File: src/hw/rtl/mats_pkg.sv
package mats_pkg;

  localparam int ADDR_W      = 20;
  localparam int COUNT_W     = 16;
  localparam int BYTE_W      = 8;
  localparam int STAGE_W     = 3;
  localparam int CFG_INDEX_W = 2;
  localparam int CFG_DATA_W  = 20;

  localparam logic [BYTE_W-1:0] BYTE_ZERO = 8'h00;
  localparam logic [BYTE_W-1:0] BYTE_ONES = 8'hFF;

  // march stages, A through F
  localparam logic [STAGE_W-1:0] STAGE_A = 3'd0;
  localparam logic [STAGE_W-1:0] STAGE_B = 3'd1;
  localparam logic [STAGE_W-1:0] STAGE_C = 3'd2;
  localparam logic [STAGE_W-1:0] STAGE_D = 3'd3;
  localparam logic [STAGE_W-1:0] STAGE_E = 3'd4;
  localparam logic [STAGE_W-1:0] STAGE_F = 3'd5;

  localparam logic OP_START = 1'b0;
  localparam logic OP_VISIT = 1'b1;

  localparam logic ALG_MATS      = 1'b0;
  localparam logic ALG_MATS_PLUS = 1'b1;

  localparam logic [CFG_INDEX_W-1:0] CFG_FIRST = 2'd0;
  localparam logic [CFG_INDEX_W-1:0] CFG_LAST  = 2'd1;
  localparam logic [CFG_INDEX_W-1:0] CFG_ALG   = 2'd2;

  typedef enum logic [1:0] {
    CHK_NONE,
    CHK_ZERO,
    CHK_ONES
  } check_t;

  typedef struct packed {
    logic              en;
    logic [BYTE_W-1:0] value;
  } write_op_t;

  typedef struct packed {
    logic               opcode;
    logic [BYTE_W-1:0]  read_byte;
  } cmd_t;

  typedef struct packed {
    logic [ADDR_W-1:0]  visit_address;
    logic               write_enable;
    logic [BYTE_W-1:0]  write_byte;
    logic               fault_found;
    logic               stuck_value;
    logic [STAGE_W-1:0] stage_number;
    logic [BYTE_W-1:0]  observed_byte;
    logic [COUNT_W-1:0] fault_total;
    logic [ADDR_W-1:0]  next_address;
    logic               next_needs_read;
    logic               test_done;
  } rsp_t;

  typedef struct packed {
    logic               finished;
    logic [STAGE_W-1:0] stage;
  } seq_status_t;

  // read check of a stage
  function automatic check_t check_kind(input logic sel, input logic [STAGE_W-1:0] stage);
    check_t c;
    c = CHK_NONE;
    if (sel == ALG_MATS) begin
      case (stage)
        STAGE_B: c = CHK_ZERO;
        STAGE_C: c = CHK_ONES;
        default: c = CHK_NONE;
      endcase
    end else begin
      case (stage)
        STAGE_C, STAGE_F: c = CHK_ZERO;
        STAGE_D, STAGE_E: c = CHK_ONES;
        default:          c = CHK_NONE;
      endcase
    end
    return c;
  endfunction

  // write done at a visit of a stage
  function automatic write_op_t write_op(input logic sel, input logic [STAGE_W-1:0] stage);
    write_op_t w;
    w = '0;
    case (stage)
      STAGE_A: w = '{en: 1'b1, value: BYTE_ZERO};
      STAGE_B: w = '{en: 1'b1, value: BYTE_ONES};
      STAGE_C: if (sel == ALG_MATS_PLUS) w = '{en: 1'b1, value: BYTE_ONES};
      STAGE_D: if (sel == ALG_MATS_PLUS) w = '{en: 1'b1, value: BYTE_ZERO};
      default: w = '0;
    endcase
    return w;
  endfunction

endpackage

File: src/hw/rtl/march_memory_test_sequencer.sv
// channel   direction  handshake                payload
// cmd       in         cmd_valid / cmd_ready    mats_pkg::cmd_t (opcode, read_byte)
// rsp       out        rsp_valid / rsp_ready    mats_pkg::rsp_t (visit and next-cell info)
// cfg       in         cfg_we, no wait          cfg_index, cfg_data
//
// a command is taken, the sequencer state updates and the result lands in the
// output register at the same edge
// sustained rate is one beat per clock while rsp_ready stays high, set by the single state update per visit
// cmd_ready is high while the output register is empty or being emptied
// rst is synchronous: settings clear to 0, the sequencer comes up finished
// a stalled rsp holds its beat and only stops new commands, not configuration
module march_memory_test_sequencer #(
  parameter int ADDR_BITS  = 20,
  parameter int COUNT_BITS = 16
) (
  input  logic                                clk,
  input  logic                                rst,
  input  logic                                cmd_valid,
  output logic                                cmd_ready,
  input  mats_pkg::cmd_t                      cmd,
  output logic                                rsp_valid,
  input  logic                                rsp_ready,
  output mats_pkg::rsp_t                      rsp,
  input  logic                                cfg_we,
  input  logic [mats_pkg::CFG_INDEX_W-1:0]    cfg_index,
  input  logic [mats_pkg::CFG_DATA_W-1:0]     cfg_data
);

  // settings, kept at their written width
  logic [mats_pkg::ADDR_W-1:0] first_address;
  logic [mats_pkg::ADDR_W-1:0] last_address;
  logic                        algorithm_select;

  // walk state
  mats_pkg::seq_status_t       status;
  mats_pkg::seq_status_t       status_next;
  logic [ADDR_BITS-1:0]        current_address;
  logic [ADDR_BITS-1:0]        current_address_next;
  logic [COUNT_BITS-1:0]       fault_counter;
  logic [COUNT_BITS-1:0]       fault_counter_next;
  mats_pkg::rsp_t              rsp_next;

  // settings as seen at the configured address width
  logic [ADDR_BITS+mats_pkg::ADDR_W-1:0] first_ext;
  logic [ADDR_BITS+mats_pkg::ADDR_W-1:0] last_ext;
  logic                                  accept;

  assign first_ext = {{ADDR_BITS{1'b0}}, first_address};
  assign last_ext  = {{ADDR_BITS{1'b0}}, last_address};

  // output register frees up in the same cycle it is drained
  assign cmd_ready = !rsp_valid || rsp_ready;
  assign accept    = cmd_valid && cmd_ready;

  mats_step #(
    .ADDR_BITS  (ADDR_BITS),
    .COUNT_BITS (COUNT_BITS)
  ) u_step (
    .alg         (algorithm_select),
    .f_addr      (first_ext[ADDR_BITS-1:0]),
    .l_addr      (last_ext[ADDR_BITS-1:0]),
    .status      (status),
    .addr        (current_address),
    .count       (fault_counter),
    .cmd         (cmd),
    .status_next (status_next),
    .addr_next   (current_address_next),
    .count_next  (fault_counter_next),
    .rsp         (rsp_next)
  );

  // configuration writes, taken whenever enabled
  always_ff @(posedge clk) begin
    if (rst) begin
      first_address    <= '0;
      last_address     <= '0;
      algorithm_select <= mats_pkg::ALG_MATS;
    end else if (cfg_we) begin
      case (cfg_index)
        mats_pkg::CFG_FIRST: first_address    <= cfg_data;
        mats_pkg::CFG_LAST:  last_address     <= cfg_data;
        mats_pkg::CFG_ALG:   algorithm_select <= cfg_data[0];
        default: ;
      endcase
    end
  end

  // walk state advances once per accepted command
  always_ff @(posedge clk) begin
    if (rst) begin
      status.finished <= 1'b1;
      status.stage    <= mats_pkg::STAGE_A;
      current_address <= '0;
      fault_counter   <= '0;
    end else if (accept) begin
      status          <= status_next;
      current_address <= current_address_next;
      fault_counter   <= fault_counter_next;
    end
  end

  // result register
  always_ff @(posedge clk) begin
    if (rst) begin
      rsp_valid <= 1'b0;
    end else if (accept) begin
      rsp_valid <= 1'b1;
    end else if (rsp_ready) begin
      rsp_valid <= 1'b0;
    end
  end

  always_ff @(posedge clk) begin
    if (accept) begin
      rsp <= rsp_next;
    end
  end

endmodule

File: src/hw/rtl/mats_step.sv
module mats_step #(
  parameter int ADDR_BITS  = 20,
  parameter int COUNT_BITS = 16
) (
  input  logic                        alg,
  input  logic [ADDR_BITS-1:0]        f_addr,
  input  logic [ADDR_BITS-1:0]        l_addr,
  input  mats_pkg::seq_status_t       status,
  input  logic [ADDR_BITS-1:0]        addr,
  input  logic [COUNT_BITS-1:0]       count,
  input  mats_pkg::cmd_t              cmd,
  output mats_pkg::seq_status_t       status_next,
  output logic [ADDR_BITS-1:0]        addr_next,
  output logic [COUNT_BITS-1:0]       count_next,
  output mats_pkg::rsp_t              rsp
);

  localparam int STAGE_SLOTS = 2 ** mats_pkg::STAGE_W;

  typedef struct packed {
    logic                 ok;
    logic [ADDR_BITS-1:0] lo;
    logic [ADDR_BITS-1:0] hi;
  } range_t;

  // cell range of one stage under the current settings
  function automatic range_t stage_range(input logic [mats_pkg::STAGE_W-1:0] s,
                                         input logic sel,
                                         input logic [ADDR_BITS-1:0] f,
                                         input logic [ADDR_BITS-1:0] l);
    range_t r;
    r.ok = 1'b0;
    r.lo = f;
    r.hi = l;
    if (l >= f) begin
      if (sel == mats_pkg::ALG_MATS) begin
        r.ok = (s <= mats_pkg::STAGE_C);
      end else begin
        case (s)
          mats_pkg::STAGE_A, mats_pkg::STAGE_C: begin
            r.ok = (f != l);
            r.lo = f + ADDR_BITS'(1);
          end
          mats_pkg::STAGE_B, mats_pkg::STAGE_F: begin
            r.ok = 1'b1;
            r.hi = f;
          end
          mats_pkg::STAGE_D: begin
            r.ok = 1'b1;
            r.hi = (f == l) ? f : l - ADDR_BITS'(1);
          end
          mats_pkg::STAGE_E: begin
            r.ok = (f != l);
            r.lo = l;
          end
          default: r.ok = 1'b0;
        endcase
      end
    end
    return r;
  endfunction

  range_t                          rng [STAGE_SLOTS];
  range_t                          cur_rng;
  logic [mats_pkg::STAGE_W-1:0]    search_from;
  logic                            found;
  logic [mats_pkg::STAGE_W-1:0]    ent_stage;
  logic [ADDR_BITS-1:0]            ent_addr;
  mats_pkg::check_t                chk;
  mats_pkg::write_op_t             wop;
  logic                            mismatch;
  logic [ADDR_BITS+mats_pkg::ADDR_W-1:0]   vis_ext;
  logic [ADDR_BITS+mats_pkg::ADDR_W-1:0]   nxt_ext;
  logic [COUNT_BITS+mats_pkg::COUNT_W-1:0] cnt_ext;

  always_comb begin
    for (int i = 0; i < STAGE_SLOTS; i++) begin
      rng[i] = stage_range(mats_pkg::STAGE_W'(i), alg, f_addr, l_addr);
    end
  end

  assign cur_rng = rng[status.stage];

  // start walks from stage A, a finished stage from the one after it
  assign search_from = (cmd.opcode == mats_pkg::OP_START) ? mats_pkg::STAGE_A
                                                          : status.stage + 3'd1;

  // first non-empty stage at or after search_from
  always_comb begin
    found     = 1'b0;
    ent_stage = mats_pkg::STAGE_A;
    ent_addr  = '0;
    for (int i = 0; i < STAGE_SLOTS; i++) begin
      if (!found && (mats_pkg::STAGE_W'(i) >= search_from) && rng[i].ok) begin
        found     = 1'b1;
        ent_stage = mats_pkg::STAGE_W'(i);
        ent_addr  = rng[i].lo;
      end
    end
  end

  assign chk      = mats_pkg::check_kind(alg, status.stage);
  assign wop      = mats_pkg::write_op(alg, status.stage);
  assign mismatch = ((chk == mats_pkg::CHK_ZERO) && (cmd.read_byte != mats_pkg::BYTE_ZERO)) ||
                    ((chk == mats_pkg::CHK_ONES) && (cmd.read_byte != mats_pkg::BYTE_ONES));

  assign vis_ext = {{mats_pkg::ADDR_W{1'b0}}, addr};

  always_comb begin
    status_next = status;
    addr_next   = addr;
    count_next  = count;
    rsp         = '0;
    if (cmd.opcode == mats_pkg::OP_START) begin
      count_next           = '0;
      status_next.finished = !found;
      status_next.stage    = found ? ent_stage : mats_pkg::STAGE_A;
      addr_next            = found ? ent_addr : '0;
    end else if (!status.finished) begin
      rsp.visit_address = vis_ext[mats_pkg::ADDR_W-1:0];
      rsp.write_enable  = wop.en;
      rsp.write_byte    = wop.value;
      rsp.stage_number  = status.stage;
      if (mismatch) begin
        rsp.fault_found   = 1'b1;
        rsp.stuck_value   = (chk == mats_pkg::CHK_ZERO);
        rsp.observed_byte = cmd.read_byte;
        if (count != '1) begin
          count_next = count + COUNT_BITS'(1);
        end
      end
      if (cur_rng.ok && (addr < cur_rng.hi)) begin
        addr_next = addr + ADDR_BITS'(1);
      end else if (found) begin
        status_next.stage = ent_stage;
        addr_next         = ent_addr;
      end else begin
        status_next.finished = 1'b1;
      end
    end
    nxt_ext = {{mats_pkg::ADDR_W{1'b0}}, addr_next};
    cnt_ext = {{mats_pkg::COUNT_W{1'b0}}, count_next};
    rsp.fault_total = cnt_ext[mats_pkg::COUNT_W-1:0];
    if (status_next.finished) begin
      rsp.test_done = 1'b1;
    end else begin
      rsp.next_address    = nxt_ext[mats_pkg::ADDR_W-1:0];
      rsp.next_needs_read = (mats_pkg::check_kind(alg, status_next.stage) != mats_pkg::CHK_NONE);
    end
  end

endmodule

File: config.mk
export PLATFORM = sky130hd
export DESIGN_NAME = march_memory_test_sequencer
export DESIGN_NICKNAME = d
export VERILOG_FILES = /design/src/hw/rtl/mats_pkg.sv /design/src/hw/rtl/march_memory_test_sequencer.sv /design/src/hw/rtl/mats_step.sv
export SDC_FILE = /design/constraint.sdc
export NUM_CORES = 1
export LEC_CHECK = 0
export BUFFER_PORTS_ARGS = -buffer_cell sky130_fd_sc_hd__buf_2
export CAP_MARGIN = 20
export CORE_ASPECT_RATIO = 1.25
export CORE_MARGIN = 2
export CORE_UTILIZATION = 40
export DETAILED_ROUTE_END_ITERATION = 7
export HOLD_SLACK_MARGIN = 0.02
export PLACE_DENSITY = 0.59
export SLEW_MARGIN = 10
export SYNTH_ARGS = -nofsm -noshare
export SYNTH_HDL_FRONTEND = slang
export SYNTH_SLANG_ARGS = --single-unit
File: constraint.sdc
create_clock -name clk -period 14.9 [get_ports clk]
set_input_delay 2.235 -clock clk [delete_from_list [all_inputs] [get_ports clk]]
set_output_delay 2.235 -clock clk [all_outputs]
set_load 0.03 [all_outputs]
# After elaboration in Yosys (flattened, before gate mapping)
# Index checks and enable logic that the tools add are counted.
# totals
ram_bits	0
ff_bits	162
in_bits	36
memories	0
out_inout_bits	82
latchBits	0
wordCells	155
romBits	0
# classes
bitwise	3
n_reduce_logical	38
mux	63
magnitude_cmp	9
eq_ne	18
n_addsub	5
div	0
n_mul	0
shifts	0
# ops
op	n
$mux 41	7
$mux 20	14
$bmux 41 s3	1
$mux 40	2
$mux 16	4
$add 20x1->20 const B	2
$pmux 9 s4	1
$eq 20x20->1	1
$ge 20x20->1	1
$lt 20x20->1	1
$ne 20x20->1	1
$sub 20x1->20 const B	1
$mux 9	2
$add 16x1->16 const B	1
$ne 16x16->1 const B	1
$pmux 2 s2	4
$logic_and 1x1->1	15
$mux 3	5
$mux 1	14
$eq 3x2->1 const B	4
$eq 3x3->1 const B	4
$mux 2	6
$mux 4	3
$reduce_or 2->1	5
19 further kinds	36

# Longest topological paths before layout
# Gate-level depths: netlist of run 1.
# depth
depth_word	35
ltp_mapped	28
ltp_nobuf	23

# By module
# From an unflattened synthesis of run 1, not the netlist that was laid out.
# unflattened
cells_unflattened	1267
area_unflattened_um2	10774.1
# by_module_without_submodules
module	seq_area_each_um2	n_inst	area_each_um2	cells_per_inst
march_memory_test_sequencer	4043.9	1	5679.2	448
mats_step	0.0	1	5094.9	819

# Worst setup path before layout of run 1
# No wires, ideal clock.
# synth_timing
path_type	in2reg
from	input port rsp_ready
to	register rsp[0] (netlist bit) (enable)
path_buffers	2
setup_slack_ns	9.185
cell_stages	5
t_required_ns	14.434
arrival_time_ns	5.250
setup_time_ns	0.466
cell_sequence	nand2b_1 > nand2_1 > inv_1 > clkbuf_1 > clkbuf_1
# synth_via
elab_chain_cells	2
# synth_lines
item	line	text
from (decl)	march_memory_test_sequencer.sv:22	input logic rsp_ready,
$logic_or 1x1->1	march_memory_test_sequencer.sv:52	assign cmd_ready = !rsp_valid || rsp_ready;
$logic_and 1x1->1	march_memory_test_sequencer.sv:53	assign accept = cmd_valid && cmd_ready;
named net accept	march_memory_test_sequencer.sv:46	logic accept;
to (signal assigned)	march_memory_test_sequencer.sv:115	rsp <= rsp_next;
to (decl)	march_memory_test_sequencer.sv:23	output mats_pkg::rsp_t rsp,
# The timed path passes the listed nets, and every way through them passes these cells.
# A chain may end at the register's enable or synchronous reset.

# Worst setup path in the final report of run 1
# layout_timing
from	register first_address[14] (netlist bit)
to	register rsp[20] (netlist bit) (data pin)
# layout_via
elab_chain_cells	29
elab_cells_between_ends	58
cone_classes	1 x add/sub; 2 x order compare; 2 x eq/ne; 35 x mux; 18 x reduce/logical
# layout_lines
item	line	text
from (decl)	march_memory_test_sequencer.sv:30	logic [mats_pkg::ADDR_W-1:0] first_address;
from (signal assigned)	march_memory_test_sequencer.sv:80	mats_pkg::CFG_FIRST: first_address <= cfg_data;
branches (longest 29 deep; another with $ge 20x20->1)	n/a	
# Parallel ways; which one is timed is not known. The select of a mux whose other input is x is not followed.

==> results of run 1 <==
[sequential cells by signal (all words and copies together), names as in the netlist]
signal	cells
status	4
rsp	73
first_address	20
last_address	20
rsp_valid	1
current_address	20
algorithm_select	1
fault_counter	16
[critical path: stages, from the launching register on]
cell	delay [ps]
dfxtp_1	470
inv_1	120
ha_1	310
nand4_1	260
nor4_4	460
nand2_1	370
nand4_2	260
o211ai_1	380
a21oi_1	910
o21ai_0	210
a22oi_1	300
ha_1	160
and3_1	170
nand4_1	190
or3_1	460
a211o_1	290
o32ai_1	430
or3_1	920
nand2_1	100
o22ai_1	310
nor2_1	70
[power by group]
group          leakage (nW)  switching [mW]  total (mW)  internal [mW]
Sequential             1.40          0.0214       0.492          0.470
Combinational          2.46           0.222       0.310         0.0883
Clock                 0.288           0.191       0.450          0.259
[cell type report]
type	count	area, um2
inverters	42	159
fillers	2457	13100
clock inverters	10	131
flip-flops and latches	155	3830
multi-input cells	927	5480
well taps	330	413
clock buffers	22	464
repair buffers	131	691
[worst paths after layout]
check,from,to,slack [ps],depth (start not counted)
worst min-delay path,fault_counter[15]$_SDFFE_PP0P_,fault_counter[15]$_SDFFE_PP0P_,490,2
worst max register to register,first_address[14]$_SDFFE_PP0P_,rsp[20]$_SDFFCE_PP0P_,7480,20
worst min register to register,fault_counter[15]$_SDFFE_PP0P_,fault_counter[15]$_SDFFE_PP0P_,490,2
worst max-delay path,first_address[14]$_SDFFE_PP0P_,rsp[20]$_SDFFCE_PP0P_,7480,20
[routing by layer]
layer	routed length [um]	part of all wire, %	up-vias	global-route usage (%)
li1	-	-	4562	-
met1	14000	44	4465	33.1
met2	14800	46	429	40.9
met3	1870	5.8	92	4.38
met4	1450	4.5	0	12.7
met5	0	0	-	0
[placed cells by master (no fill, tap or decap), types with 7 or more instances in the layout]
cell type  count
o21ai_0       76
nand2_1      192
nor3_1        34
a21o_1        12
or3_1         14
inv_1         41
xnor2_1       19
buf_2        117
o31ai_1        7
nand4_1       27
ha_1          48
edfxtp_1      73
a211oi_1      12
dfxtp_1       82
nor4_1        12
clkbuf_16     17
and4_1         7
nand3_1       43
and2_1         8
a31oi_1       16
and3_1        41
a21oi_1      120
buf_4         14
xor2_1        13
nor2_1        91
o22ai_1        9
o211ai_1      10
a22oi_1        9
[logic make-up after synthesis]
logic type | count (synthesis) | share of synthesized area (%)
compound gates | 334 | 21.1
fa+ha+maj | 48 | 6.12
buf+inv | 125 | 5.24
xor+xnor | 32 | 2.86
flops | 155 | 39.1
simple gates | 505 | 24.7
mux | 8 | 0.842
[per-stage QoR]
| step | utilization, % | cell area (um2) |
|---|---|---|
| global placement | 43.5 | 10600 |
| detailed placement | 43.5 | 10600 |
| CTS | 46.0 | 11200 |
| floorplan | - | 9810 |
| global route | 46.0 | 11200 |
| finish | 46.0 | 11200 |
==> flow_summary_export.csv, run 1 <==
group,metric,value,unit
outcome,run_status,"finished clean",
synthesis,cell_with_the_most_instances_after_synthesis,"nand2_1",
synthesis,synthTopCellsByCount,"nand2_1 (192), a21oi_1 (122), nor2_1 (92)",
timing,setup_tns,0,ps
power,report.power.total,1.25,mW
flow_run,max_cap_check_violation_count,0,
timing,max_freq,135,MHz
global_routing,number_of_global_route_vias_before_repair,8898,
routing,post_drt_via_cell_ratio,5.90,
timing,tightest_slew,1050,ps
routing,drc_viols,0,
clock_tree,cts_tree,"yes",
global_routing,number_of_antenna_violations_at_the_first_check_in_global_routing,0,
critical_path,timing.critical_path.required,15060,ps
final_layout,post_route_cells_drive_above_1_share,14.5,%
final_layout,antenna_cells,0,
critical_path,arrival,7580,ps
clock_tree,post_cts_hold_buffer_count,0,
synthesis,synth_top_area_cell,"edfxtp_1",
timing,finalClockSkew,16.7,ps
floorplanning,die_y,179,um
synthesis,netlist_top_cells_area,"edfxtp_1 (22%), dfxtp_1 (17%), nand2_1 (7.3%), a21oi_1 (6.2%), ha_1 (6.1%)",
clock_tree,post-cts-setup-buffer-count,0,
clock_tree,cts_max_path_bufs,2,
synthesis,syn_area_per_cell,8.12,um2
routing,detailroute.via_count,9548,
final_layout,finish.cell_count_without_fillers,1617,
floorplanning,floorplan.initialDensity,40.4,%
global_routing,maximum_number_of_pins_on_one_net_before_global_route_repair,68,
clock_tree,worst_setup_hold_path_clk_slew,60,ps
critical_path,timing_worst_setup_path_type,"reg2reg",
synthesis,yosys_warnings,0,
clock_tree,htree_levels,4,
floorplanning,rows,64,
floorplanning,boundaryPins,118,
timing,hold_viol,0,
critical_path,worstSetupStartpointType,"flop",
routing,drt_iter0_drc,1109,
clock_tree,clock-root-buffer,"clkbuf_16",
synthesis,synthesis.nets,1291,
synthesis,synth_sequential_area_ratio,39.1,%
synthesis,syn-instance-count,1207,
synthesis,synth-seq-cells,155,
timing,worst_hold_slack_after_final_layout,485,ps
critical_path,end_kind,"flop",
final_layout,fin_nets,1358,
synthesis,mappedNetlistArea,9810,um2
power,leakage,4.15,nW
clock_tree,cts.sinks,155,
global_routing,globalRouteOverflowTotal,0,
place,dp_hpwl,23400,um
clock_tree,worstSkewPairLatency,450,ps
place,dp_cells,1584,
timing,worst_slack_setup_final,7480,ps
routing,finalWirelength,32100,um
clock_tree,tritoncts.num_buffers,17,
routing,drt_pass1_iterations,6,
timing,period_minus_slack,7420,ps
place,post-place-ws,7380,ps
place,port_buffers,117,
routing,routedWlPerCell,19.9,um
power,power-per-cell-area,112,nW/um2
hold_path,worstHoldPathType,"reg2reg",
power,ir_worst_vdd,0.0000867,V
synthesis,synth.lib_cells_used.distinct,73,
timing,setup_repair_after_global_routing_missed_its_margin,"false",
global_routing,grt_pass1_wl,50400,um
clock_tree,cts.repair.resized,0,
synthesis,number_of_synthesized_flops_with_an_enable_pin,73,
timing,final.period_utilization,49.8,%
floorplanning,die-area,25800,um2
timing,final-setup-viol-count,0,
timing,slew_viol_final,0,
synthesis,netlist.area_leader.share,22.4,%
floorplanning,floorplan.die.width,144,um
critical_path,worstPathMaxFanout,25,
timing,maxSlewHeadroom,29.7,%
synthesis,ys.flop_type,"dfxtp_1",
final_layout,area_growth_synth_to_finish,13.9,%
routing,route.antenna.remaining_nets,0,
place,routabilityCongestion,0.960,
synthesis,asyncSetResetFlopFracSynth,0,%
floorplanning,core_area,24300,um2
global_routing,gr-usage-all-layers,25.5,%
(Power assumes the default switching activity.)
==> run 2, diff against run 1 <==
Clock period 14.9 ns to 7.4 ns, I/O delays scaled along.
==> run 2 against run 1 <==
Against the previous run:
- core utilization up 0.14 points
- fmax is 14% higher
- global-route usage fell by 0.57 points
- largest cell class unchanged
- largest power group unchanged
- highest routed layer unchanged
==> flow_summary_export.csv, run 2 (same netlist as run 1, synthesis figures left out) <==
group,metric,value,unit
final_layout,area_growth_synth_to_finish,14.3,%
routing,finalWirelength,31600,um
routing,post_drt_via_cell_ratio,5.89,
routing,drc_viols,0,
critical_path,arrival,6780,ps
final_layout,antenna_cells,0,
timing,finalClockSkew,10.8,ps
clock_tree,cts.sinks,155,
clock_tree,clock-root-buffer,"clkbuf_16",
clock_tree,cts.repair.resized,0,
critical_path,worstPathMaxFanout,13,
power,ir_worst_vdd,0.000183,V
timing,setup_repair_after_global_routing_missed_its_margin,"false",
routing,drt_iter0_drc,1142,
clock_tree,htree_levels,4,
critical_path,cp-startpoint,"first_address[14]$_SDFFE_PP0P_",
timing,period_minus_slack,6510,ps
final_layout,layout.core_utilization,46.2,%
power,power-per-cell-area,222,nW/um2
final_layout,largest_register_ffs,73,
global_routing,globalRouteOverflowTotal,0,
clock_tree,cts_tree,"yes",
final_layout,registers.top_by_ff_count,"rsp",
floorplanning,floorplan.die.width,144,um
global_routing,number_of_global_route_vias_before_repair,8663,
critical_path,rr_startpoint,"first_address[14]$_SDFFE_PP0P_",
power,leakage,4.16,nW
clock_tree,post-cts-setup-buffer-count,0,
timing,tightest_slew,980,ps
final_layout,most-common-layout-cells,"nand2_1 (192), a21oi_1 (120), buf_2 (117)",
timing,slew_viol_final,0,
critical_path,slowest_stage_cell_crit_path,"or4_1",
final_layout,fin_nets,1366,
floorplanning,floorplan.initialDensity,40.4,%
global_routing,number_of_antenna_violations_at_the_first_check_in_global_routing,0,
critical_path,timing_worst_setup_path_type,"reg2reg",
critical_path,path_cells,"inv_1, ha_1, nand4_1, nor4_4, nand2_1, buf_4, nand4_2, o211ai_1, a21oi_1, buf_4, o21ai_0, a22oi_1, ha_1, and4_1, nand4_1, o21ai_0, o21ba_2, or4_1, o21ai_0, nand2_1, buf_4, a211oi_1",
outcome,run_status,"finished clean",
critical_path,r2r_cells,22,
global_routing,grt_pass1_wl,49200,um
place,routabilityCongestion,0.926,
critical_path,setup_slack_of_the_most_critical_reg_to_reg_path,890,ps
routing,routedWlPerCell,19.5,um
clock_tree,worst_setup_hold_path_clk_slew,60,ps
timing,final-setup-viol-count,0,
critical_path,worstPathBufferInverterCount,4,
hold_path,worstHoldPathType,"reg2reg",
routing,route.antenna.remaining_nets,0,
routing,drt_pass1_iterations,6,
timing,hold_viol,0,
critical_path,setup_crit_end,"rsp[4]$_SDFFCE_PP0P_",
clock_tree,cts_max_path_bufs,2,
floorplanning,die-area,25800,um2
global_routing,gr-usage-all-layers,25.0,%
timing,max_freq,154,MHz
final_layout,post_route_cells_drive_above_1_share,14.9,%
timing,final.period_utilization,88.0,%
timing,maxSlewHeadroom,34.6,%
critical_path,timing.critical_path.required,7670,ps
critical_path,cp.depth,22,
final_layout,filler_cell_count,2424,
global_routing,maximum_number_of_pins_on_one_net_before_global_route_repair,66,
place,dp_hpwl,23300,um
clock_tree,tritoncts.num_buffers,17,
critical_path,end_kind,"flop",
timing,setup_tns,0,ps
critical_path,worst_path_largest_cell_delay,630,ps
critical_path,worstSetupStartpointType,"flop",
floorplanning,boundaryPins,118,
clock_tree,post_cts_hold_buffer_count,0,
clock_tree,worstSkewPairLatency,450,ps
place,port_buffers,117,
critical_path,worst_r2r_endpoint,"rsp[4]$_SDFFCE_PP0P_",
critical_path,kind_of_cell_with_the_highest_combined_delay_on_the_critical_path,"simple AND/OR/NAND/NOR gates",
routing,detailroute.via_count,9571,
floorplanning,core_area,24300,um2
floorplanning,rows,64,
floorplanning,die_y,179,um
power,report.power.total,2.49,mW
final_layout,layout.cells.most_common,"nand2_1",
flow_run,max_cap_check_violation_count,0,
## run 2: layout make-up
cell class | count | area [um2] | area share (%)
clock buffer | 21 | 450 | 4.02
inverter | 42 | 159 | 1.42
multi-input combinational | 927 | 5480 | 48.9
timing repair buffer | 139 | 751 | 6.70
sequential | 155 | 3830 | 34.2
tap | 330 | 413 | 3.69
clock inverter | 10 | 119 | 1.06
## run 2: routing by layer
layer / wire length (um) / global-route usage, % / up-vias
li1: - / - / 4566
met1: 13200 / 32.6 / 4472
met2: 15000 / 41.2 / 447
met3: 2250 / 3.37 / 86
met4: 1140 / 10.9 / 0
met5: 0 / 0 / -
## run 2: stage by stage
stage,worst slack [ps],hold WS (ps),std cells,instance area (um2)
2_1_floorplan,2010,450,1207,9810
3_3_place_gp,1140,460,1593,10600
3_5_place_dp,1010,467,1593,10600
4_1_cts,1010,475,1624,11200
5_1_grt,338,518,1624,11200
6_report,891,476,1624,11200
## run 2: worst min path at each step
stage / from / to / cells past startpoint
5_1_grt: fault_counter[12]$_SDFFE_PP0P_ / fault_counter[12]$_SDFFE_PP0P_ / 2
3_3_place_gp: fault_counter[15]$_SDFFE_PP0P_ / fault_counter[15]$_SDFFE_PP0P_ / 2
6_report: fault_counter[15]$_SDFFE_PP0P_ / fault_counter[15]$_SDFFE_PP0P_ / 2
4_1_cts: fault_counter[15]$_SDFFE_PP0P_ / fault_counter[15]$_SDFFE_PP0P_ / 2
3_5_place_dp: fault_counter[15]$_SDFFE_PP0P_ / fault_counter[15]$_SDFFE_PP0P_ / 2
2_1_floorplan: fault_counter[15]$_SDFFE_PP0P_ / fault_counter[15]$_SDFFE_PP0P_ / 2
## run 2: power breakdown
group,switching [mW],leakage [nW],internal [mW]
clock,0.373,0.270,0.505
combinational,0.432,2.49,0.188
sequential,0.0483,1.40,0.947
total,0.853,4.16,1.64
## run 2: worst min-delay path, stage by stage, from the launching register on
cell,delay (ps)
dfxtp_1,320
nand2_1,60
a21oi_1,50
==> run 3, diff against run 2 <==
Settings changed: GPL_TIMING_DRIVEN set to 0, REMOVE_ABC_BUFFERS set to 1.
==> run 3 against run 2 <==
Against the previous run:
- power fell by 1.3%
- fmax fell by 7.4%
- count of clock-buffer cells in the layout fell by 1
- clock skew barely moved
- global-route usage fell by 1.4 points
- sequential share of layout area rose by 0.15 points
- design area fell by 0.44%
- clock power fell by 2%
- sequential cell count did not move
- via count fell by 2.2%
- critical path depth did not move
- die area did not move
==> flow_summary_export.csv, run 3 (same netlist as run 1, synthesis figures left out) <==
group,metric,value,unit
timing,final.period_utilization,95.0,%
routing,route.antenna.remaining_nets,0,
power,cellInternalPower,1.62,mW
timing,tightest_slew,1170,ps
flow_run,max_cap_check_violation_count,0,
floorplanning,floorplan.initialDensity,40.4,%
final_layout,fin_nets,1352,
timing,max_freq,142,MHz
global_routing,grt_pass1_wl,46900,um
power,pwr-share-clk,35.0,%
critical_path,timing_worst_setup_path_type,"reg2reg",
clock_tree,cts_tree,"yes",
routing,drt_met1_wl,13400,um
floorplanning,die_y,179,um
final_layout,registers.top_by_ff_count,"rsp",
routing,drc_viols,0,
clock_tree,worstSkewPairLatency,450,ps
floorplanning,floorplan.die.width,144,um
routing,detailroute.wirelength.met2,14300,um
final_layout,post_route_cells_drive_above_1_share,14.4,%
final_layout,most-common-layout-cells,"nand2_1 (189), a21oi_1 (119), buf_2 (116)",
final_layout,antenna_cells,0,
final_layout,layout.cells.most_common,"nand2_1",
routing,finalWirelength,30300,um
power,leakage,4.12,nW
timing,setup_repair_after_global_routing_missed_its_margin,"false",
hold_path,worstHoldPathType,"reg2reg",
final_layout,area_growth_synth_to_finish,13.8,%
clock_tree,tritoncts.num_buffers,17,
place,routabilityCongestion,0.938,
routing,drt_pass1_iterations,6,
timing,finalClockSkew,10.9,ps
timing,setup_tns,0,ps
critical_path,worstSetupStartpointType,"flop",
global_routing,number_of_global_route_vias_before_repair,8559,
timing,slew_viol_final,0,
power,power.switching_fraction,34.1,%
power,netSwitchingPower,0.840,mW
timing,hold_viol,0,
power,sequentialPowerShare,40.4,%
clock_tree,cts.sinks,155,
final_layout,largest_register_ffs,73,
clock_tree,htree_levels,4,
timing,period_minus_slack,7030,ps
floorplanning,boundaryPins,118,
floorplanning,core_area,24300,um2
routing,post_drt_via_cell_ratio,5.81,
routing,top_layer,"met4",
routing,drt_iter0_drc,840,
routing,routedWlPerCell,18.8,um
floorplanning,die-area,25800,um2
global_routing,globalRouteOverflowTotal,0,
global_routing,gr-usage-all-layers,23.6,%
critical_path,timing.critical_path.required,7630,ps
critical_path,arrival,7260,ps
routing,detailroute.via_count,9357,
clock_tree,worst_setup_hold_path_clk_slew,60,ps
place,dp_hpwl,22000,um
power,power-per-cell-area,221,nW/um2
clock_tree,clock-root-buffer,"clkbuf_16",
critical_path,end_kind,"flop",
place,post-place-ws,-749,ps
place,port_buffers,117,
timing,worst_slack_setup_final,368,ps
critical_path,worstPathMaxFanout,25,
final_layout,filler_cell_count,2454,
power,power.share.combinational,24.6,%
global_routing,maximum_number_of_pins_on_one_net_before_global_route_repair,73,
clock_tree,post_cts_hold_buffer_count,0,
clock_tree,cts_max_path_bufs,2,
global_routing,number_of_antenna_violations_at_the_first_check_in_global_routing,0,
routing,detail_route_met3_wl,1630,um
timing,final-setup-viol-count,0,
floorplanning,rows,64,
power,ir_worst_vdd,0.000176,V
outcome,run_status,"finished clean",
timing,maxSlewHeadroom,21.7,%
## run 3: cell count changes in the layout (fill, tap and decap cells not counted), sizes merged
cell and change:
buf -14, clkbuf -1, clkinv +1, clkinvlp -1, inv +2
## run 3: layout make-up
| cell class | instances | area, um2 | area share (%) |
|---|---|---|---|
| clock inverter | 12 | 123 | 1.10 |
| tap | 330 | 413 | 3.70 |
| multi-input combinational | 927 | 5510 | 49.4 |
| sequential | 155 | 3830 | 34.4 |
| timing repair buffer | 125 | 679 | 6.09 |
| clock buffer | 20 | 437 | 3.91 |
| inverter | 42 | 160 | 1.44 |
## run 3: worst max-delay path, cell delays in order (launching register included)
cell and delay (ps):
dfxtp_1 470, inv_1 150, ha_1 330, nand4_1 240
nor4_4 100, nand2_2 260, nand4_2 230, nor2_1 950
nor3_4 140, nand2_1 220, o22ai_1 110, nand2_1 80
o221ai_1 140, ha_1 340, and4_1 240, nand2_1 70
nor2_1 40, o41ai_1 560, o21ai_0 150, or4_1 540
or3_2 780, and3_1 290, a211oi_1 340
## run 3: routing by layer
| metal | up-vias | GRT usage (%) |
|---|---|---|
| li1 | 4563 | - |
| met1 | 4385 | 30.2 |
| met2 | 335 | 39.1 |
| met3 | 74 | 4.33 |
| met4 | 0 | 9.72 |
| met5 | - | 0 |
## run 3: through the flow
| stage | instance area (um2) | power, mW | util [%] | hold slack, ps | instances |
|---|---|---|---|---|---|
| 2_1_floorplan | 9450 | 1.39 | - | 444 | 1124 |
| 3_3_place_gp | 10400 | 1.59 | 43.1 | 459 | 1571 |
| 3_5_place_dp | 10600 | 1.61 | 43.5 | 465 | 1578 |
| 4_1_cts | 11100 | 2.46 | 45.9 | 488 | 1610 |
| 5_1_grt | 11200 | 2.56 | 46.0 | 523 | 1611 |
| 6_report | 11200 | 2.46 | 46.0 | 486 | 1611 |
## run 3: path summary, 6_finish.rpt
check,startpoint,to,slack (ps),cells past startpoint
min reg2reg,fault_counter[15]$_SDFFE_PP0P_,fault_counter[15]$_SDFFE_PP0P_,490,2
max reg2reg,first_address[12]$_SDFFE_PP0P_,rsp[4]$_SDFFCE_PP0P_,370,22
min,fault_counter[15]$_SDFFE_PP0P_,fault_counter[15]$_SDFFE_PP0P_,490,2
max,first_address[12]$_SDFFE_PP0P_,rsp[4]$_SDFFCE_PP0P_,370,22
## run 3: power groups by stage
stage | clock [mW] | combinational [mW] | sequential, mW
after floorplan | 0 | 0.328 | 1.06
after global routing | 0.902 | 0.658 | 1.00
after global placement | 0 | 0.578 | 1.01
after CTS | 0.870 | 0.599 | 0.993
final | 0.860 | 0.606 | 0.994
after detailed placement | 0 | 0.595 | 1.01
## run 3: timing repair
| item | 4_1_cts | 5_1_grt |
|---|---|---|
| setup endpoints to repair | 34 | 26 |
| setup buffers | 0 | 1 |
| pin swaps | 0 | 1 |
| resized for setup | 5 | 3 |
| endpoints found under the hold margin | 0 | 0 |
